--- src/sv/xor_frame_receiver_assert.svh ---
// Assertion macros used by the receiver top level.
`ifndef XOR_FRAME_RECEIVER_ASSERT_SVH
`define XOR_FRAME_RECEIVER_ASSERT_SVH

// Same-cycle implication, checked on every rising edge outside reset.
`define XFR_ASSERT_IMP(name, clk, rstn, ante, cons, msg) \
    name: assert property (@(posedge clk) disable iff (!rstn) (ante) |-> (cons)) \
        else $error(msg);

// Next-cycle implication, checked on every rising edge outside reset.
`define XFR_ASSERT_NXT(name, clk, rstn, ante, cons, msg) \
    name: assert property (@(posedge clk) disable iff (!rstn) (ante) |=> (cons)) \
        else $error(msg);

`endif

--- src/sv/xfr_pkg.sv ---
package xfr_pkg;

    // Frame store geometry
    localparam int FRAME_AW    = 8;
    localparam int FRAME_DEPTH = 256;

    // Largest usable length limit, so a frame always fits the frame store
    localparam logic [7:0] LIMIT_MAX = 8'd253;

    // Configuration register indexes and reset values
    localparam logic [0:0] CFG_END_MARKER   = 1'b0;
    localparam logic [0:0] CFG_LENGTH_LIMIT = 1'b1;
    localparam logic [7:0] END_MARKER_RST   = 8'd10;
    localparam logic [7:0] LENGTH_LIMIT_RST = 8'd150;

    // Item class decided by the front end
    typedef enum logic [1:0] {
        KIND_BYTE     = 2'd0,
        KIND_BYTE_END = 2'd1,
        KIND_READ     = 2'd2
    } t_kind;

    // Queue entry: class plus the one byte that class needs
    typedef struct packed {
        t_kind      kind;
        logic [7:0] data;
    } t_qitem;

    // Back-end sequencer states
    typedef enum logic [3:0] {
        ST_CLEAR,
        ST_IDLE,
        ST_LEN,
        ST_CHK,
        ST_LIM,
        ST_XOR,
        ST_XOR_END,
        ST_COPY,
        ST_COPY_END,
        ST_EMIT
    } t_state;

endpackage

--- src/sv/xfr_back.sv ---
module xfr_back #(
    parameter int RING_DEPTH = 256
) (
    input  logic            i_clk,
    input  logic            i_rst_n,
    input  logic [7:0]      i_end_marker,
    input  logic [7:0]      i_length_limit,
    input  logic            i_q_valid,
    input  xfr_pkg::t_qitem i_q_item,
    output logic            o_q_pop,
    output logic            o_clearing,
    output logic            m_axis_tvalid,
    input  logic            m_axis_tready,
    output logic [15:0]     m_axis_tdata,  // frame_len [7:0], read_data [15:8]
    output logic [1:0]      m_axis_tuser   // frame_done [0], overflow_reset [1]
);
    import xfr_pkg::*;

    localparam int             AW          = $clog2(RING_DEPTH);
    localparam logic [AW:0]    RING_DEPTH_W = (AW+1)'(RING_DEPTH);
    localparam logic [AW-1:0]  RING_LAST   = AW'(RING_DEPTH - 1);

    // Reduce a sum below twice the depth to a ring address
    function automatic logic [AW-1:0] f_wrap(input logic [AW:0] v);
        logic [AW:0] d;
        d = (v >= RING_DEPTH_W) ? (v - RING_DEPTH_W) : v;
        return d[AW-1:0];
    endfunction

    // Memories
    logic [7:0] ring_mem  [RING_DEPTH];
    logic [7:0] frame_mem [FRAME_DEPTH];
    logic [7:0] ring_q;
    logic [7:0] frame_q;

    logic                ring_we;
    logic [AW-1:0]       ring_waddr;
    logic [7:0]          ring_wdata;
    logic [AW-1:0]       ring_raddr;
    logic                frame_we;
    logic [FRAME_AW-1:0] frame_waddr;
    logic [7:0]          frame_wdata;
    logic                frame_re;
    logic [FRAME_AW-1:0] frame_raddr;

    // Sequencer state
    t_state        r_state, n_state;
    logic [AW-1:0] r_clr, n_clr;
    logic [AW-1:0] r_wp, n_wp;
    logic [AW:0]   r_fill, n_fill;
    logic [7:0]    r_cap, n_cap;
    logic [7:0]    r_len, n_len;
    logic [7:0]    r_chk, n_chk;
    logic [7:0]    r_acc, n_acc;
    logic [AW-1:0] r_base, n_base;
    logic [7:0]    r_cnt, n_cnt;
    logic [7:0]    r_di, n_di;
    logic          r_dv, n_dv;
    logic          r_done, n_done;
    logic          r_ovf, n_ovf;
    logic          r_is_read, n_is_read;
    logic          r_out_valid, n_out_valid;
    logic [15:0]   r_out_data, n_out_data;
    logic [1:0]    r_out_user, n_out_user;

    logic [7:0]    w_limit;
    logic [AW:0]   w_fill_inc;
    logic          w_ovf;
    logic [7:0]    w_acc_fin;

    assign w_limit    = (i_length_limit > LIMIT_MAX) ? LIMIT_MAX : i_length_limit;
    assign w_fill_inc = r_fill + 1'b1;
    assign w_ovf      = (w_fill_inc == RING_DEPTH_W);
    assign w_acc_fin  = r_acc ^ ring_q;

    // Ring store: one write port, one registered read port
    always_ff @(posedge i_clk) begin
        if (ring_we) begin
            ring_mem[ring_waddr] <= ring_wdata;
        end
        ring_q <= ring_mem[ring_raddr];
    end

    // Frame store: one write port, one registered read port
    always_ff @(posedge i_clk) begin
        if (frame_we) begin
            frame_mem[frame_waddr] <= frame_wdata;
        end
        if (frame_re) begin
            frame_q <= frame_mem[frame_raddr];
        end
    end

    // Next state, memory controls and result
    always_comb begin
        n_state     = r_state;
        n_clr       = r_clr;
        n_wp        = r_wp;
        n_fill      = r_fill;
        n_cap       = r_cap;
        n_len       = r_len;
        n_chk       = r_chk;
        n_acc       = r_acc;
        n_base      = r_base;
        n_cnt       = r_cnt;
        n_di        = r_di;
        n_dv        = r_dv;
        n_done      = r_done;
        n_ovf       = r_ovf;
        n_is_read   = r_is_read;
        n_out_valid = r_out_valid && !m_axis_tready;
        n_out_data  = r_out_data;
        n_out_user  = r_out_user;

        o_q_pop     = 1'b0;
        ring_we     = 1'b0;
        ring_waddr  = r_wp;
        ring_wdata  = i_q_item.data;
        ring_raddr  = f_wrap({1'b0, r_base} + (AW+1)'(r_cnt));
        frame_we    = 1'b0;
        frame_waddr = r_di;
        frame_wdata = ring_q;
        frame_re    = 1'b0;
        frame_raddr = i_q_item.data;

        unique case (r_state)
            // Zero both stores after reset
            ST_CLEAR: begin
                ring_we     = 1'b1;
                ring_waddr  = r_clr;
                ring_wdata  = 8'd0;
                frame_we    = ((r_clr >> FRAME_AW) == '0);
                frame_waddr = r_clr[FRAME_AW-1:0];
                frame_wdata = 8'd0;
                n_clr       = r_clr + 1'b1;
                if (r_clr == RING_LAST) begin
                    n_state = ST_IDLE;
                end
            end
            // Take the next queued item
            ST_IDLE: begin
                if (i_q_valid) begin
                    o_q_pop = 1'b1;
                    n_done  = 1'b0;
                    n_state = ST_EMIT;
                    unique case (i_q_item.kind)
                        KIND_READ: begin
                            frame_re  = 1'b1;
                            n_is_read = 1'b1;
                            n_ovf     = 1'b0;
                        end
                        KIND_BYTE, KIND_BYTE_END: begin
                            ring_we   = 1'b1;
                            n_is_read = 1'b0;
                            n_ovf     = w_ovf;
                            if (w_ovf) begin
                                n_fill = '0;
                                n_wp   = '0;
                            end else begin
                                n_fill = w_fill_inc;
                                n_wp   = (r_wp == RING_LAST) ? '0 : r_wp + 1'b1;
                            end
                            if (i_q_item.kind == KIND_BYTE_END && !w_ovf &&
                                i_q_item.data == i_end_marker) begin
                                n_state = ST_LEN;
                            end
                        end
                        default: begin
                            n_is_read = 1'b0;
                            n_ovf     = 1'b0;
                        end
                    endcase
                end
            end
            // Fetch the length byte
            ST_LEN: begin
                ring_raddr = f_wrap({1'b0, r_wp} + RING_DEPTH_W - (AW+1)'(3));
                n_state    = ST_CHK;
            end
            // Latch length, fetch the checksum byte
            ST_CHK: begin
                ring_raddr = f_wrap({1'b0, r_wp} + RING_DEPTH_W - (AW+1)'(2));
                n_len      = ring_q;
                n_state    = ST_LIM;
            end
            // Latch checksum, test the length limit
            ST_LIM: begin
                n_chk  = ring_q;
                n_base = f_wrap({1'b0, r_wp} + RING_DEPTH_W - (AW+1)'(3)
                                - (AW+1)'(r_len));
                n_cnt  = 8'd0;
                n_dv   = 1'b0;
                n_acc  = 8'd0;
                n_state = (r_len >= w_limit) ? ST_EMIT : ST_XOR;
            end
            // Walk payload and length byte, fold into the checksum
            ST_XOR: begin
                n_dv = 1'b1;
                if (r_dv) begin
                    n_acc = w_acc_fin;
                end
                if (r_cnt == r_len) begin
                    n_state = ST_XOR_END;
                end else begin
                    n_cnt = r_cnt + 1'b1;
                end
            end
            // Compare the folded value with the checksum byte
            ST_XOR_END: begin
                n_cnt = 8'd0;
                n_dv  = 1'b0;
                n_state = (w_acc_fin == r_chk) ? ST_COPY : ST_EMIT;
            end
            // Copy payload, length, checksum and marker to the frame store
            ST_COPY: begin
                frame_we = r_dv;
                n_dv     = 1'b1;
                n_di     = r_cnt;
                if (r_cnt == r_len + 8'd2) begin
                    n_state = ST_COPY_END;
                end else begin
                    n_cnt = r_cnt + 1'b1;
                end
            end
            // Write the last byte and commit the frame
            ST_COPY_END: begin
                frame_we = 1'b1;
                n_cap    = r_len;
                n_fill   = '0;
                n_done   = 1'b1;
                n_state  = ST_EMIT;
            end
            // Load the output register once it is free
            ST_EMIT: begin
                if (!r_out_valid || m_axis_tready) begin
                    n_out_valid = 1'b1;
                    n_out_data  = {(r_is_read ? frame_q : 8'd0), r_cap};
                    n_out_user  = {r_ovf, r_done};
                    n_state     = ST_IDLE;
                end
            end
            default: begin
                n_state = ST_IDLE;
            end
        endcase
    end

    // Control registers
    always_ff @(posedge i_clk) begin
        if (!i_rst_n) begin
            r_state     <= ST_CLEAR;
            r_clr       <= '0;
            r_wp        <= '0;
            r_fill      <= '0;
            r_cap       <= 8'd0;
            r_dv        <= 1'b0;
            r_out_valid <= 1'b0;
        end else begin
            r_state     <= n_state;
            r_clr       <= n_clr;
            r_wp        <= n_wp;
            r_fill      <= n_fill;
            r_cap       <= n_cap;
            r_dv        <= n_dv;
            r_out_valid <= n_out_valid;
        end
    end

    // Working and payload registers
    always_ff @(posedge i_clk) begin
        r_len      <= n_len;
        r_chk      <= n_chk;
        r_acc      <= n_acc;
        r_base     <= n_base;
        r_cnt      <= n_cnt;
        r_di       <= n_di;
        r_done     <= n_done;
        r_ovf      <= n_ovf;
        r_is_read  <= n_is_read;
        r_out_data <= n_out_data;
        r_out_user <= n_out_user;
    end

    assign o_clearing    = (r_state == ST_CLEAR);
    assign m_axis_tvalid = r_out_valid;
    assign m_axis_tdata  = r_out_data;
    assign m_axis_tuser  = r_out_user;

endmodule

--- config.mk ---
export PLATFORM = sky130hd
export DESIGN_NAME = xfr_back
export DESIGN_NICKNAME = d
export VERILOG_FILES = /design/src/sv/xor_frame_receiver_assert.svh /design/src/sv/xfr_pkg.sv /design/src/sv/xfr_back.sv
export SDC_FILE = /design/constraint.sdc
export NUM_CORES = 2
export LEC_CHECK = 0
export ABC_AREA = 0
export BUFFER_PORTS_ARGS = -buffer_cell sky130_fd_sc_hd__buf_2
export CORE_UTILIZATION = 40
export DETAILED_ROUTE_END_ITERATION = 10
export PLACE_DENSITY = 0.54
export RECOVER_POWER = 50
export SKIP_CTS_REPAIR_TIMING = 1
export SLEW_MARGIN = 40
export SYNTH_ARGS = -nofsm -noshare
export SYNTH_HDL_FRONTEND = slang
export SYNTH_SLANG_ARGS = --single-unit
--- constraint.sdc ---
create_clock -name i_clk -period 11.1 [get_ports i_clk]
set_input_delay 1.11 -clock i_clk [delete_from_list [all_inputs] [get_ports i_clk]]
set_output_delay 1.11 -clock i_clk [all_outputs]
set_load 0.01 [all_outputs]
==> impl_metrics.ini <==
[power]
pwr-share-seq_pct = 54.1
p_sw_share_pct = 20.1
p_int_mw = 25.5
p_leak_nw = 55.4
switching_power_mw = 6.42
combPwrFrac_pct = 1.3
vdd_drop_max_v = 0.000151
p_clk_share_pct = 44.5
p_per_area_mw_per_mm2 = 169

[synth]
ys_ff_latch = 4220
netlist_area_sq_mm = 0.168
async_reset_ff_share_pct = 0
syn-num-nets = 10273
synth_enable_flop_cells = 4173
avgSynthCellArea_sq_um = 16.5
synth_top_area_share_pct = 74.5
yosysTopAreaCell = edfxtp_1
synth_area_leaders = edfxtp_1 (74%), mux4_2 (9.1%), nand2_1 (4.0%)
synth_cells = 10211
ys.warnings.count = 0
synth_cell_types = 84
ys.flop_type = edfxtp_1
yosysSeqAreaShare_pct = 75.0

[timing]
fin_hold_ws_ns = 0.438
rsz0062_at_grt = false
finalCritPeriodShare_pct = 71.0
slew_violations = 1295
setup_viol = 0
clock-skew-final_ns = 0.0917
finalHoldViolations = 0
tightestPinTransition_ns = 4.42
min_period_ns = 7.89
fmax_ghz = 0.127
finalSetupTns_ns = 0
slew_headroom_pct = -195

[die]
dieArea_sq_mm = 0.423
start_util_pct = 40.3
fp.coreArea_sq_mm = 0.418
rows = 237
ios = 51
die_h_microns = 651
die_w_microns = 651

[global_route]
antenna_found_initial = 26
grt_first_pass_wirelength_microns = 650000
grt_pass1_vias = 90286
overflow = 0
grtUsageTotal_pct = 20.9
grt_max_degree = 181

[route]
ant_nets = 0
firstDrtPassIters = 8
routedWlPerCell_microns = 28.1
remaining_drc_errors = 0
drt-total-wl_microns = 452000
drtIter0Drc = 9934
vias = 91145
avgViaCountPerCell = 5.66

[clock_tree]
cts.clk_slew.worst_paths_ns = 0.06
htreeDepth = 5
cts_buffers = 434
cts_root_buf = clkbuf_16
cts_tree = done
cts_max_path_buffers = 4
cts_sinks = 4220
clk_latency_ns = 0.99

[status]
outcome = finished, violations left
violations = max-capacitance violations, max-slew violations

[placed_design]
hpwl_microns = 264000
gp_congestion = 0.824
io_buffers = 50

[worst_setup_path]
path_class = reg2reg
cp.arrival_ns = 8.30
cp-start-kind = flop
critPathCaptureType = flop
worstPathRequired_ns = 11.51
rrSetupSlack_ns = 3.21
critical_path_peak_fanout = 30

[flow_run]
cap_violations = 30

[cells_and_area]
final_nets = 10306
fill_cells = 35756
layout-drive-gt1-share_pct = 16.2
area_growth_pct = 12.3

[hold_path]
worstHoldPathType = reg2reg
[power groups by stage]
stage | Sequential [mW] | Clock, mW | Combinational (mW)
floorplan | 17.6 | 0 | 0.259
global placement | 17.6 | 0 | 0.421
detailed placement | 17.6 | 0 | 0.428
CTS | 17.3 | 14.4 | 0.428
global route | 17.3 | 15.0 | 0.442
finish | 17.3 | 14.2 | 0.421
[layer usage]
metal  wire length [microns]  vias to the layer above  GRT usage [%]
li1                        -                    39507              -
met1                  186000                    47635           28.5
met2                  222000                     3340           34.7
met3                   31100                      659           3.32
met4                   13600                        4           5.96
met5                      27                        -              0
[Yosys cell counts (20+ instances only)]
master and count:
o21ai_0 99, nand3_1 879, nand2_1 1805, a211oi_1 20, dfxtp_1 47, a311oi_1 46
mux2i_1 285, buf_2 279, o21ai_1 41, nand4_1 32, edfxtp_1 4173, xnor2_1 37
buf_4 45, a22oi_1 45, nor2_1 590, mux4_2 680, a21oi_1 249, inv_1 32
and3_1 84, xor2_1 32, clkbuf_1 249, ha_1 30, nor3_1 25, nor2b_1 26
a31oi_1 100, buf_1 56
[final timing paths]
kind,endpoint,cells past startpoint,from
worst max register to register,ring_mem[34][0],8,r_state[2]
worst max-delay path,ring_mem[34][0],8,r_state[2]
worst min register to register,m_axis_tdata[6],0,r_cap[6]
worst min-delay path,m_axis_tdata[6],0,r_cap[6]
[cells in the final DEF, fill, tap and decap left out, types with 37 or more instances in the layout]
| cell | synthesis | layout |
|---|---|---|
| nor2_1 | 590 | 417 |
| clkbuf_16 | 0 | 438 |
| nor2_2 | 3 | 171 |
| o21ai_0 | 99 | 94 |
| clkinv_2 | 0 | 69 |
| clkbuf_1 | 249 | 150 |
| clkinv_1 | 1 | 98 |
| a21oi_1 | 249 | 249 |
| xnor2_1 | 37 | 37 |
| a31oi_1 | 100 | 100 |
| o21ai_1 | 41 | 43 |
| nand3_1 | 879 | 879 |
| a311oi_1 | 46 | 46 |
| mux2i_1 | 285 | 283 |
| buf_4 | 45 | 96 |
| and3_1 | 84 | 84 |
| mux4_2 | 680 | 680 |
| nand2_1 | 1805 | 1782 |
| a22oi_1 | 45 | 45 |
| dfxtp_1 | 47 | 47 |
| edfxtp_1 | 4173 | 4173 |
[through the flow]
step                      instance area [sq um]  power, mW  instances  setup WS (ns)  utilization (%)
after global placement                   174000       18.0      15276           5.29             41.7
after CTS                                189000       32.1      16080           5.68             45.2
after global routing                     189000       32.7      16099           2.91             45.2
after floorplan                          168000       17.9      10211           1.31                -
final                                    189000       31.9      16105           3.21             45.2
after detailed placement                 175000       18.0      15293           5.31             41.9
[logic make-up after synthesis]
family                     Yosys count  synth area share, %
and+or+nand+nor                   3519                 8.93
xor gates and xnor gates            69                0.359
DFF                               4220                 75.0
AOI/OAI and AO/OA                  720                 2.68
buffers and inverters              678                 1.89
adders and majority gates           32                0.247
muxes                              973                 10.9
[final cells by class]
type / count / area, sq um / area share, %
timing repair buffer: 241 / 2310 / 1.22
tap: 5497 / 6880 / 3.64
clock buffer: 539 / 11400 / 6.02
clock inverter: 248 / 2370 / 1.25
multi-input combinational: 5313 / 39600 / 20.9
sequential: 4220 / 126000 / 66.8
antenna: 13 / 32.5 / 0.0172
inverter: 34 / 128 / 0.0676
[sequential cells by signal, summed over array words and instances (netlist names), 2 cells and up]
register      count
r_cap             8
m_axis_tdata     16
r_clr             8
r_fill            9
r_wp              8
frame_mem      2048
ring_mem       2048
r_chk             8
frame_q           8
r_state           4
r_cnt             8
ring_q            8
r_acc             8
r_len             8
m_axis_tuser      2
r_di              8
r_base            8
[worst max-delay path, stage by stage (launching register included)]
cell      delay [ns]
dfxtp_1         0.48
nor2_1          0.43
nand2_1         0.55
inv_1           0.78
clkbuf_1        1.43
o21ai_0         0.34
nand2_2         0.15
clkbuf_1        2.23
nor2_1          0.84
(Power assumes the default switching activity.)
