### src/sv/xor_frame_receiver_assert.svh
// Assertion macros used by the receiver top level.
`ifndef XOR_FRAME_RECEIVER_ASSERT_SVH
`define XOR_FRAME_RECEIVER_ASSERT_SVH

// Same-cycle implication, checked on every rising edge outside reset.
`define XFR_ASSERT_IMP(name, clk, rstn, ante, cons, msg) \
    name: assert property (@(posedge clk) disable iff (!rstn) (ante) |-> (cons)) \
        else $error(msg);

// Next-cycle implication, checked on every rising edge outside reset.
`define XFR_ASSERT_NXT(name, clk, rstn, ante, cons, msg) \
    name: assert property (@(posedge clk) disable iff (!rstn) (ante) |=> (cons)) \
        else $error(msg);

`endif

### src/sv/xfr_pkg.sv
package xfr_pkg;

    // Frame store geometry
    localparam int FRAME_AW    = 8;
    localparam int FRAME_DEPTH = 256;

    // Largest usable length limit, so a frame always fits the frame store
    localparam logic [7:0] LIMIT_MAX = 8'd253;

    // Configuration register indexes and reset values
    localparam logic [0:0] CFG_END_MARKER   = 1'b0;
    localparam logic [0:0] CFG_LENGTH_LIMIT = 1'b1;
    localparam logic [7:0] END_MARKER_RST   = 8'd10;
    localparam logic [7:0] LENGTH_LIMIT_RST = 8'd150;

    // Item class decided by the front end
    typedef enum logic [1:0] {
        KIND_BYTE     = 2'd0,
        KIND_BYTE_END = 2'd1,
        KIND_READ     = 2'd2
    } t_kind;

    // Queue entry: class plus the one byte that class needs
    typedef struct packed {
        t_kind      kind;
        logic [7:0] data;
    } t_qitem;

    // Back-end sequencer states
    typedef enum logic [3:0] {
        ST_CLEAR,
        ST_IDLE,
        ST_LEN,
        ST_CHK,
        ST_LIM,
        ST_XOR,
        ST_XOR_END,
        ST_COPY,
        ST_COPY_END,
        ST_EMIT
    } t_state;

endpackage

### src/sv/xfr_front.sv
module xfr_front (
    input  logic           i_clk,
    input  logic           i_rst_n,
    input  logic           i_hold,
    input  logic           s_axis_tvalid,
    output logic           s_axis_tready,
    input  logic [15:0]    s_axis_tdata,   // rx_byte [7:0], read_offset [15:8]
    input  logic           s_axis_tuser,   // cmd
    input  logic           s_axis_tlast,   // batch_end
    output logic           o_q_valid,
    output xfr_pkg::t_qitem o_q_item,
    input  logic           i_q_pop
);
    import xfr_pkg::*;

    t_qitem     r_q [2];
    logic       r_wr;
    logic       r_rd;
    logic [1:0] r_count;
    t_qitem     w_item;
    logic       w_push;

    // Classify the incoming beat
    always_comb begin
        if (s_axis_tuser) begin
            w_item.kind = KIND_READ;
            w_item.data = s_axis_tdata[15:8];
        end else begin
            w_item.kind = s_axis_tlast ? KIND_BYTE_END : KIND_BYTE;
            w_item.data = s_axis_tdata[7:0];
        end
    end

    assign s_axis_tready = (r_count != 2'd2) && !i_hold;
    assign w_push        = s_axis_tvalid && s_axis_tready;
    assign o_q_valid     = (r_count != 2'd0);
    assign o_q_item      = r_q[r_rd];

    // Hold entries until the back end pops them
    always_ff @(posedge i_clk) begin
        if (w_push) begin
            r_q[r_wr] <= w_item;
        end
    end

    always_ff @(posedge i_clk) begin
        if (!i_rst_n) begin
            r_wr    <= 1'b0;
            r_rd    <= 1'b0;
            r_count <= 2'd0;
        end else begin
            if (w_push) begin
                r_wr <= ~r_wr;
            end
            if (i_q_pop) begin
                r_rd <= ~r_rd;
            end
            r_count <= r_count + 2'(w_push) - 2'(i_q_pop);
        end
    end

endmodule

### config.mk
export PLATFORM = sky130hd
export DESIGN_NAME = xfr_front
export DESIGN_NICKNAME = d
export VERILOG_FILES = /design/src/sv/xor_frame_receiver_assert.svh /design/src/sv/xfr_pkg.sv /design/src/sv/xfr_front.sv
export SDC_FILE = /design/constraint.sdc
export NUM_CORES = 1
export LEC_CHECK = 0
export BUFFER_PORTS_ARGS = -buffer_cell sky130_fd_sc_hd__buf_2
export CORE_MARGIN = 10
export CORE_UTILIZATION = 52
export DETAILED_ROUTE_END_ITERATION = 12
export HOLD_SLACK_MARGIN = 0.15
export PLACE_DENSITY = 0.82
export SLEW_MARGIN = 20
export SYNTH_ARGS = -nofsm -noshare
export SYNTH_HDL_FRONTEND = slang
export SYNTH_SLANG_ARGS = --single-unit
### constraint.sdc
create_clock -name i_clk -period 3.3 [get_ports i_clk]
set_input_delay 0.165 -clock i_clk [delete_from_list [all_inputs] [get_ports i_clk]]
set_output_delay 0.165 -clock i_clk [all_outputs]
set_load 0.02 [all_outputs]
==> summary.txt, run 1 <==
Layout
  • Final Net Count: 131
  • P&R area growth vs syn: 22.7%
  • Fraction of layout cells with a size suffix above 1: 0.514
  • Ant diodes: 0
  • Post-Layout Cell Count: 132
  • Finished Cell Area: 1300 sq um

Run
  • Max_cap viols: 0

Hold path
  • Hold depth: 2
  • HP Start: s_axis_tdata[5]
  • Type of the tightest min-delay check: in -> reg
  • Hold Path End: r_q[1][5]

Synthesis
  • Sequential area share after synthesis: 0.664
  • Synthesized area: 1060 sq um
  • FF+latch count, synth: 25
  • Synth Flop Type: edfxtp_1
  • Most frequent cell after synthesis: edfxtp_1
  • Share of the synthesized area in the top cell type: 0.569
  • Net Count, Synth: 92
  • Post-synth top cells: 20 x edfxtp_1, 15 x mux2_2, 5 x dfxtp_1
  • Ys async rst share: 0
  • Synth area leader: edfxtp_1
  • Syn_area_per_cell: 15.8 sq um
  • Synth cell types: 20
  • Post-Synthesis Cells: 67
  • EDFF count, synth: 20
  • Synth warnings: 0
  • Largest cells by area after synthesis: edfxtp_1 57%, mux2_2 16%, dfxtp_1 9.5%

Die
  • Initial Util: 0.544
  • Core region area: 1940 sq um
  • Die Y: 65.1 microns
  • Rows: 16
  • # IOs: 35
  • Chip width: 65.1 microns
  • Die area: 4230 sq um

Worst setup path
  • CP required: 3.13 ns
  • Worst setup EP type: output port
  • Crit path DAT: 1.50 ns
  • Depth of the most critical reg-to-reg path: 9
  • Critical path peak fanout: 10
  • Critical path type: reg -> out
  • Internal reg-to-reg setup slack: 1.65 ns
  • Reg-to-reg startpoint: r_count[1]
  • Worst setup SP type: register
  • Critical R2R Capture: r_count[1]

Drt
  • Drt pass-1 iters: 2
  • DR vias: 652
  • Drt wl/cell: 14.4 microns
  • DRC: 0
  • Remaining antenna violation count: 0
  • Drt via density: 4.94
  • DR iter-0 viols: 18
  • Post-Route WL: 1.90 mm

Timing
  • Count of final hold-check violations: 0
  • Slew headroom: 0.670
  • Final setup violation count: 0
  • Clk_skew: 0.00278 ns
  • Setup tns final: 0 ns
  • Fin crit share: 0.505
  • Worst slew pin tran: 0.494 ns
  • Max-slew violation count: 0
  • RSZ-0062 raised after global routing: false
  • Post-layout min period: 1.67 ns
  • Max Freq: 0.600 GHz

Outcome
  • Status: finished, final reports clean

Global route
  • GRT Util Overall: 0.0911
  • Vias in the first global route: 693
  • Largest net degree at the start of global routing: 14
  • Antenna violations before repair: 0
  • Global route overflow: 0
  • First-pass GRT wire length: 3.04 mm

Place
  • Placed Cells incl. Taps: 126
  • DP Wirelength: 1.43 mm
  • Port bufs: 34
  • GPL Wtd Cong: 0.721
  • Placed inst area: 1250 sq um

CTS
  • TritonCTS clock tree: done
  • PostCTS Resize Cnt: 0
  • H-tree depth: 1
  • Clock latency on the worst-skew pair: 0.30 ns
  • Clk slew on worst S/H paths: 0.12 ns
  • Max Root-Sink Buffers: 2
  • CTS Buf Count: 3
  • Root Buffer: clkbuf_4
  • TritonCTS Sinks: 25

Pwr
  • Worst VDD drop: 0.364 mV
  • Leak: 0.533 nW
  • Power Density: 493 nW/um^2
repair_timing:
action / 4_1_cts / 5_1_grt
setup endpoints to repair: 0 / 0
setup buffers: 0 / 0
hold buffers: 2 / 0
endpoints found under the hold margin: 4 / 0
kinds of logic (layout without fill, tap and decap cells):
| family | count (synthesis) | in the layout | share of synthesized area |
|---|---|---|---|
| AOI/OAI and AO/OA | 2 | 2 | 0.00947 |
| xor gates and xnor gates | 3 | 3 | 0.0249 |
| adders and majority gates | 2 | 2 | 0.0237 |
| buffers and inverters | 5 | 43 | 0.0201 |
| DFF | 25 | 25 | 0.664 |
| muxes | 18 | 18 | 0.192 |
| and+or+nand+nor | 12 | 12 | 0.0664 |
metrics by stage:
step	worst slack (ns)	hold WS, ns	util	power, W
2_1_floorplan	1.52	0.264	-	0.000479
6_report	1.63	0.170	0.668	0.000639
3_5_place_dp	1.64	0.396	0.644	0.000524
3_3_place_gp	1.76	0.385	0.644	0.000518
5_1_grt	1.51	0.165	0.668	0.000677
4_1_cts	1.61	0.161	0.668	0.000650
layout make-up:
class                           instances  area, sq um
Sequential cell                        25          701
Fill cell                             146          646
Multi-Input combinational cell         37          334
Timing Repair Buffer                   36          190
Tap cell                               27         33.8
Clock buffer                            4         26.3
Inverter                                3         11.3
routing by layer:
metal / global-route usage / up-vias / routed length (microns)
met1: 0.0924 / 307 / 776
met4: 0.0321 / 0 / 6
met5: 0 / - / 0
met3: 0.0412 / 2 / 161
li1: - / 321 / -
met2: 0.161 / 22 / 953
cell usage in the layout (no fill, tap or decap), drive strengths merged:
cell and count:
o21ai 1, nor2b 2, nand2 1, dfxtp 5, a21oi 1, nand2b 1, ha 2, and3 1
or2 1, xor2 1, clkbuf 4, buf 34, dlygate4sd3 2, xnor2 2, nor2 4, and2 1
inv 3, edfxtp 20, mux2 18, or3 1
sequential cells by signal, indices dropped and copies added (netlist names), named ones only:
signal and flops:
r_rd 1, r_wr 1, r_q 20, r_count 2
where the power goes:
part,switching [W],internal [W]
sequential,0.0000148,0.000367
combinational,0.0000691,0.0000649
clock,0.0000768,0.0000470
total,0.000161,0.000479
worst max-delay path by stage:
stage                     startpoint          end  cells after the start
final                       register  o_q_item[6]                      2
after global routing      r_count[1]   r_count[1]                      9
after CTS                   register  o_q_item[6]                      2
after detailed placement  r_count[1]   r_count[1]                      9
after global placement    r_count[1]   r_count[1]                      9
after floorplan           r_count[1]   r_count[1]                      9
worst max-delay path: stages, from the launching register on:
cell and delay, ns:
dfxtp_1 0.65, mux2_2 0.39, buf_2 0.16
(Power assumes the default switching activity.)
==> run 2, diff against run 1 <==
--- a/config.mk
+++ b/config.mk
@@ -7,10 +7,10 @@
 export LEC_CHECK = 0
 export BUFFER_PORTS_ARGS = -buffer_cell sky130_fd_sc_hd__buf_2
 export CORE_MARGIN = 10
-export CORE_UTILIZATION = 52
+export CORE_UTILIZATION = 48
 export DETAILED_ROUTE_END_ITERATION = 12
 export HOLD_SLACK_MARGIN = 0.15
-export PLACE_DENSITY = 0.82
+export PLACE_DENSITY = 0.76
 export SLEW_MARGIN = 20
 export SYNTH_ARGS = -nofsm -noshare
 export SYNTH_HDL_FRONTEND = slang
==> constraint.sdc (replaced) <==
create_clock -name i_clk -period 1.6 [get_ports i_clk]
set_input_delay 0.08 -clock i_clk [delete_from_list [all_inputs] [get_ports i_clk]]
set_output_delay 0.08 -clock i_clk [all_outputs]
set_load 0.02 [all_outputs]
==> run 2 against run 1 <==
Net effect: clock skew rose by 0.0063 ns; non-clock buffer count rose by 22; final area rose by 19%; total power rose by 120%; die area rose by 5.7%; via count rose by 14%; critical path depth rose by 7; sequential share of layout area fell by 8.2 points; worst setup slack got worse by 1.6 ns; critical endpoint is now r_count[1].
==> summary.txt, run 2 (synthesis results as in run 1) <==
Global route
  • Largest net degree at the start of global routing: 14 (unchanged)
  • Vias in the first global route: 838 (was 693)
  • Antenna violations before repair: 0 (unchanged)
  • GR met2 Demand/Resource: 0.206 (was 0.161)
  • GRT Util Overall: 0.112 (was 0.0911)
  • Global route overflow: 0 (unchanged)
  • GRT Max-Usage Layer: met2 (unchanged)
  • Met1 Usage GRT: 0.110 (was 0.0924)
  • Met3 Use GR: 0.0435 (was 0.0412)
  • First-pass GRT wire length: 3.83 mm (was 3.04 mm)

Drt
  • Drt wl/cell: 15.2 microns (was 14.4 microns)
  • DRC: 0 (unchanged)
  • DR vias: 742 (was 652)
  • Remaining antenna violation count: 0 (unchanged)
  • Drt pass-1 iters: 4 (was 2)
  • Drt via density: 4.82 (was 4.94)
  • Post-Route WL: 2.35 mm (was 1.90 mm)
  • DR iter-0 viols: 18 (unchanged)

CTS
  • Max Root-Sink Buffers: 2 (unchanged)
  • TritonCTS Sinks: 25 (unchanged)
  • Root Buffer: clkbuf_4 (unchanged)
  • Clock latency on the worst-skew pair: 0.31 ns (was 0.30 ns)
  • H-tree depth: 1 (unchanged)
  • TritonCTS clock tree: done (unchanged)
  • CTS Buf Count: 3 (unchanged)
  • Clk slew on worst S/H paths: 0.13 ns (was 0.12 ns)

Timing
  • Worst setup margin: 0.0208 ns (was 1.63 ns)
  • Max Freq: 0.633 GHz
  • Slew headroom: 0.839 (was 0.670)
  • Final setup violation count: 0 (unchanged)
  • Worst slew pin tran: 0.242 ns (was 0.494 ns)
  • Max-slew violation count: 0 (unchanged)
  • Fin crit share: 0.987
  • Post-layout min period: 1.58 ns
  • Clk_skew: 0.00906 ns (was 0.00278 ns)
  • RSZ-0062 raised after global routing: true (was false)
  • Count of final hold-check violations: 0 (unchanged)

Pwr
  • Comb pwr share: 0.260 (was 0.210)
  • Clock Power Share: 0.188 (was 0.194)
  • Worst VDD drop: 0.628 mV (was 0.364 mV)
  • Sw frac: 0.264 (was 0.251)
  • Sequential share of power: 0.553 (was 0.597)
  • Overall power: 0.00143 W (was 0.000639 W)
  • Power Density: 927 nW/um^2 (was 493 nW/um^2)
  • Internal Power: 0.00105 W (was 0.000479 W)
  • Leak: 0.631 nW (was 0.533 nW)
  • Switching Power: 0.000378 W (was 0.000161 W)

Layout
  • Post-Layout Cell Count: 154 (was 132)
  • Ant diodes: 0 (unchanged)
  • Final Net Count: 153 (was 131)
  • Max reg flops: 20 (unchanged)
  • Fraction of layout cells with a size suffix above 1: 0.496 (was 0.514)
  • Finished Cell Area: 1540 sq um (was 1300 sq um)
  • Biggest register: r_q (unchanged)
  • Post-route core utilization: 0.763 (was 0.668)
  • Most frequent cells in the layout: 34 x buf_2, 21 x dlygate4sd3_1, 20 x edfxtp_1 (was 34 x buf_2, 20 x edfxtp_1, 15 x mux2_2)
  • Leading cell type in the layout, fill and taps excluded: buf_2 (unchanged)
  • P&R area growth vs syn: 46.1% (was 22.7%)
  • Regs by FF count: r_q: 20 flops, r_count: 2 flops (unchanged)

Die
  • Chip width: 66.9 microns (was 65.1 microns)
  • Die area: 4480 sq um (was 4230 sq um)
  • # IOs: 35 (unchanged)
  • Rows: 16 (unchanged)
  • Core region area: 2020 sq um (was 1940 sq um)
  • Initial Util: 0.522 (was 0.544)
  • Die Y: 66.9 microns (was 65.1 microns)

Place
  • GPL Wtd Cong: 0.655 (was 0.721)
  • Port bufs: 34 (unchanged)
  • DP Wirelength: 1.46 mm (was 1.43 mm)
  • Placed Cells incl. Taps: 128 (was 126)
  • Placed inst area: 1270 sq um (was 1250 sq um)
  • DP Worst Slack: -0.00362 ns (was 1.64 ns)

Worst setup path
  • Worst setup SP type: register (unchanged)
  • Critical path peak fanout: 3 (was 10)
  • Crit path DAT: 1.80 ns (was 1.50 ns)
  • Worst setup EP type: register (was output port)
  • Critical path type: reg -> reg (was reg -> out)
  • CP required: 1.82 ns (was 3.13 ns)

Hold path
  • Type of the tightest min-delay check: in -> reg (unchanged)

Outcome
  • Status: finished, final reports clean (unchanged)

Run
  • Max_cap viols: 0 (unchanged)
[run 2: changes by cell type in the layout (fill, tap and decap cells not counted), sizes merged]
cell	change
dlygate4sd3	+19
buf	+3
[run 2: power groups by stage]
stage / clock, W / combinational, W / sequential [W]
finish: 0.000268 / 0.000372 / 0.000791
global route: 0.000298 / 0.000405 / 0.000798
CTS: 0.000278 / 0.000354 / 0.000787
detailed placement: 0 / 0.000292 / 0.000803
global placement: 0 / 0.000281 / 0.000798
floorplan: 0 / 0.000206 / 0.000787
[run 2: worst max-delay path, cell delays in order, from the launching register on]
cell     delay [ns]
dfxtp_2        0.34
nor2b_4        0.13
nor2_4         0.10
nand2_1        0.06
ha_1           0.26
inv_1          0.06
ha_4           0.16
xor2_2         0.14
xnor2_1        0.17
nor2_1         0.06
[run 2: layout make-up]
type / instances / area (sq um)
Sequential cell: 25 / 707
Fill cell: 126 / 479
Timing Repair Buffer: 58 / 403
Multi-Input combinational cell: 37 / 362
Tap cell: 27 / 33.8
Clock buffer: 4 / 26.3
Inverter: 3 / 11.3
[run 2: final timing paths]
kind	from	to	slack, ns	cells past startpoint
worst max register to register	r_count[1]	r_count[1]	0.02	9
worst max-delay path	r_count[1]	r_count[1]	0.02	9
worst min register to register	r_wr	r_wr	0.52	2
worst min-delay path	i_hold	r_wr	0.19	4
[run 2: what timing repair did]
item                                    4_1_cts  5_1_grt
hold endpoints to repair                     25        0
hold buffers                                 21        0
buffers inserted                              1        0
pin swaps                                     2        2
resized for setup                             3        4
endpoints found under the setup margin        1       11
[run 2: layer usage]
layer  vias to the layer above  wire length, microns
li1                        362                     -
met1                       346                   844
met2                        30                  1280
met3                         4                   189
met4                         0                    34
met5                         -                     0
[run 2: metrics by stage]
stage / TNS (ns) / hold WS (ns)
finish: 0 / 0.193
global placement: 0 / 0.298
global route: -0.0434 / 0.224
CTS: 0 / 0.186
floorplan: 0 / 0.179
detailed placement: -0.00362 / 0.304
==> run 3, diff against run 2 <==
--- a/config.mk
+++ b/config.mk
@@ -7,10 +7,11 @@
 export LEC_CHECK = 0
 export BUFFER_PORTS_ARGS = -buffer_cell sky130_fd_sc_hd__buf_2
 export CORE_MARGIN = 10
-export CORE_UTILIZATION = 48
+export CORE_UTILIZATION = 51
+export CTS_BUF_LIST = sky130_fd_sc_hd__clkbuf_2
 export DETAILED_ROUTE_END_ITERATION = 12
 export HOLD_SLACK_MARGIN = 0.15
-export PLACE_DENSITY = 0.76
+export PLACE_DENSITY = 0.81
 export SLEW_MARGIN = 20
 export SYNTH_ARGS = -nofsm -noshare
 export SYNTH_HDL_FRONTEND = slang
==> run 3 against run 2 <==
Net effect: sequential cell count is the same; sequential share of layout area grew 0.32 points; final area shrank 1.1%; combinational power shrank 6.7%; clock power shrank 14%; register-to-register slack is essentially flat; critical path type unchanged.
==> summary.txt, run 3 (synthesis results as in run 1) <==
Global route
  • GRT Util Overall: 0.104 (was 0.112)
  • GR met2 Demand/Resource: 0.191 (was 0.206)
  • Met3 Use GR: 0.0441 (was 0.0435)
  • First-pass GRT wire length: 3.59 mm (was 3.83 mm)
  • Met1 Usage GRT: 0.101 (was 0.110)
  • Vias in the first global route: 814 (was 838)
  • Antenna violations before repair: 0 (unchanged)
  • Largest net degree at the start of global routing: 14 (unchanged)
  • GRT Max-Usage Layer: met2 (unchanged)
  • Global route overflow: 0 (unchanged)

Worst setup path
  • Most used cell, CP: ha_4
  • Cell breakdown of the critical path: nor2b_4 -> nor2_4 -> nand2_2 -> ha_4 -> inv_2 -> ha_4 -> xor2_1 -> xnor2_1 -> nor2_1 (was nor2b_4 -> nor2_4 -> nand2_1 -> ha_1 -> inv_1 -> ha_4 -> xor2_2 -> xnor2_1 -> nor2_1)
  • CP Buf/Inv Count: 1 (unchanged)
  • Crit path max-delay family: adder cells (unchanged)
  • Slowest-stage cell, CP: dfxtp_2 (unchanged)
  • Critical path type: reg -> reg (unchanged)
  • CP required: 1.84 ns (was 1.82 ns)
  • Crit path DAT: 1.83 ns (was 1.80 ns)
  • Worst setup SP type: register (unchanged)
  • Worst setup EP type: register (unchanged)
  • Critical path peak fanout: 3 (unchanged)
  • Largest stage delay, worst path: 0.38 ns (was 0.34 ns)

Layout
  • Regs by FF count: r_q: 20 flops, r_count: 2 flops (unchanged)
  • Most frequent cells in the layout: 34 x buf_2, 21 x dlygate4sd3_1, 20 x edfxtp_1 (unchanged)
  • Ant diodes: 0 (unchanged)
  • Final Net Count: 151 (was 153)
  • Biggest register: r_q (unchanged)
  • Post-Layout Cell Count: 152 (was 154)
  • Max reg flops: 20 (unchanged)
  • Fraction of layout cells with a size suffix above 1: 0.512 (was 0.496)
  • Post-route core utilization: 0.778 (was 0.763)
  • P&R area growth vs syn: 44.5% (was 46.1%)
  • Leading cell type in the layout, fill and taps excluded: buf_2 (unchanged)

Die
  • Initial Util: 0.538 (was 0.522)
  • Rows: 16 (unchanged)
  • Chip width: 65.5 microns (was 66.9 microns)
  • Core region area: 1960 sq um (was 2020 sq um)
  • # IOs: 35 (unchanged)
  • Die area: 4290 sq um (was 4480 sq um)
  • Die Y: 65.5 microns (was 66.9 microns)

Drt
  • DR vias: 722 (was 742)
  • Drt pass-1 iters: 4 (unchanged)
  • DRC: 0 (unchanged)
  • Post-Route WL: 2.13 mm (was 2.35 mm)
  • Drt via density: 4.75 (was 4.82)
  • DR iter-0 viols: 29 (was 18)
  • Drt wl/cell: 14.0 microns (was 15.2 microns)
  • Remaining antenna violation count: 0 (unchanged)

CTS
  • Max Root-Sink Buffers: 2 (unchanged)
  • Root Buffer: clkbuf_2 (was clkbuf_4)
  • Clock latency on the worst-skew pair: 0.31 ns (about the same)
  • TritonCTS Sinks: 25 (unchanged)
  • TritonCTS clock tree: done (unchanged)
  • H-tree depth: 1 (unchanged)
  • CTS Buf Count: 3 (unchanged)
  • Clk slew on worst S/H paths: 0.20 ns (was 0.13 ns)

Place
  • GPL Wtd Cong: 0.792 (was 0.655)
  • Placed Cells incl. Taps: 126 (was 128)
  • DP Worst Slack: 0.0335 ns (was -0.00362 ns)
  • DP Wirelength: 1.53 mm (was 1.46 mm)
  • Port bufs: 34 (unchanged)

Timing
  • Slew headroom: 0.687 (was 0.839)
  • Max Freq: 0.629 GHz (was 0.633 GHz)
  • Worst slew pin tran: 0.469 ns (was 0.242 ns)
  • Max-slew violation count: 0 (unchanged)
  • Worst setup margin: 0.0110 ns (was 0.0208 ns)
  • Clk_skew: 0.00196 ns (was 0.00906 ns)
  • Final setup violation count: 0 (unchanged)
  • Post-layout min period: 1.59 ns (was 1.58 ns)
  • Fin crit share: 0.993 (was 0.987)
  • Count of final hold-check violations: 0 (unchanged)
  • RSZ-0062 raised after global routing: true (unchanged)

Run
  • Max_cap viols: 0 (unchanged)

Outcome
  • Status: finished, final reports clean (unchanged)

Pwr
  • Leak: 0.621 nW (was 0.631 nW)
  • Worst VDD drop: 0.700 mV (was 0.628 mV)
  • Overall power: 0.00137 W (was 0.00143 W)
  • Power Density: 897 nW/um^2 (was 927 nW/um^2)

Hold path
  • Type of the tightest min-delay check: in -> reg (unchanged)
-- run 3: worst min-delay path: stages --
cell	delay, ns
buf_2	0.11
nand2b_1	0.12
or3_1	0.12
a21oi_1	0.06
-- run 3: area by class of cell --
cell class | instances | area [sq um]
clock buffer | 4 | 20.0
inverter | 3 | 11.3
sequential | 25 | 704
timing repair buffer | 56 | 388
tap | 27 | 33.8
fill | 133 | 435
multi-input combinational | 37 | 369
-- run 3: path summary, 6_finish.rpt --
| path | startpoint | endpoint | slack, ns | cells after the start |
|---|---|---|---|---|
| setup reg to reg | r_count[1] | r_count[1] | 0.01 | 9 |
| setup / recovery | r_count[1] | r_count[1] | 0.01 | 9 |
| hold / removal | i_hold | r_wr | 0.19 | 4 |
| hold reg to reg | r_wr | r_wr | 0.54 | 2 |
-- run 3: layer usage --
| layer | part of all wire | up-vias |
|---|---|---|
| met4 | 0.0038 | 0 |
| met5 | 0 | - |
| met1 | 0.38 | 341 |
| li1 | - | 359 |
| met2 | 0.54 | 20 |
| met3 | 0.079 | 2 |
-- run 3: through the flow --
| stage | hold slack (ns) | area [sq um] | TNS (ns) |
|---|---|---|---|
| 2_1_floorplan | 0.179 | 1060 | 0 |
| 3_3_place_gp | 0.296 | 1260 | 0 |
| 3_5_place_dp | 0.299 | 1260 | 0 |
| 4_1_cts | 0.179 | 1490 | 0 |
| 5_1_grt | 0.203 | 1530 | -0.0960 |
| 6_report | 0.190 | 1530 | 0 |
-- run 3: timing repair --
item,in CTS,in global routing
endpoints found under the setup margin,5,1
pin swaps,0,6
hold buffers,21,0
buffers inserted,0,1
gates resized for setup,1,7
endpoints found under the hold margin,25,0
-- run 3: where the power goes --
group | switching, W | internal (W)
clock | 0.000164 | 0.0000662
sequential | 0.0000317 | 0.000760
combinational | 0.000162 | 0.000186
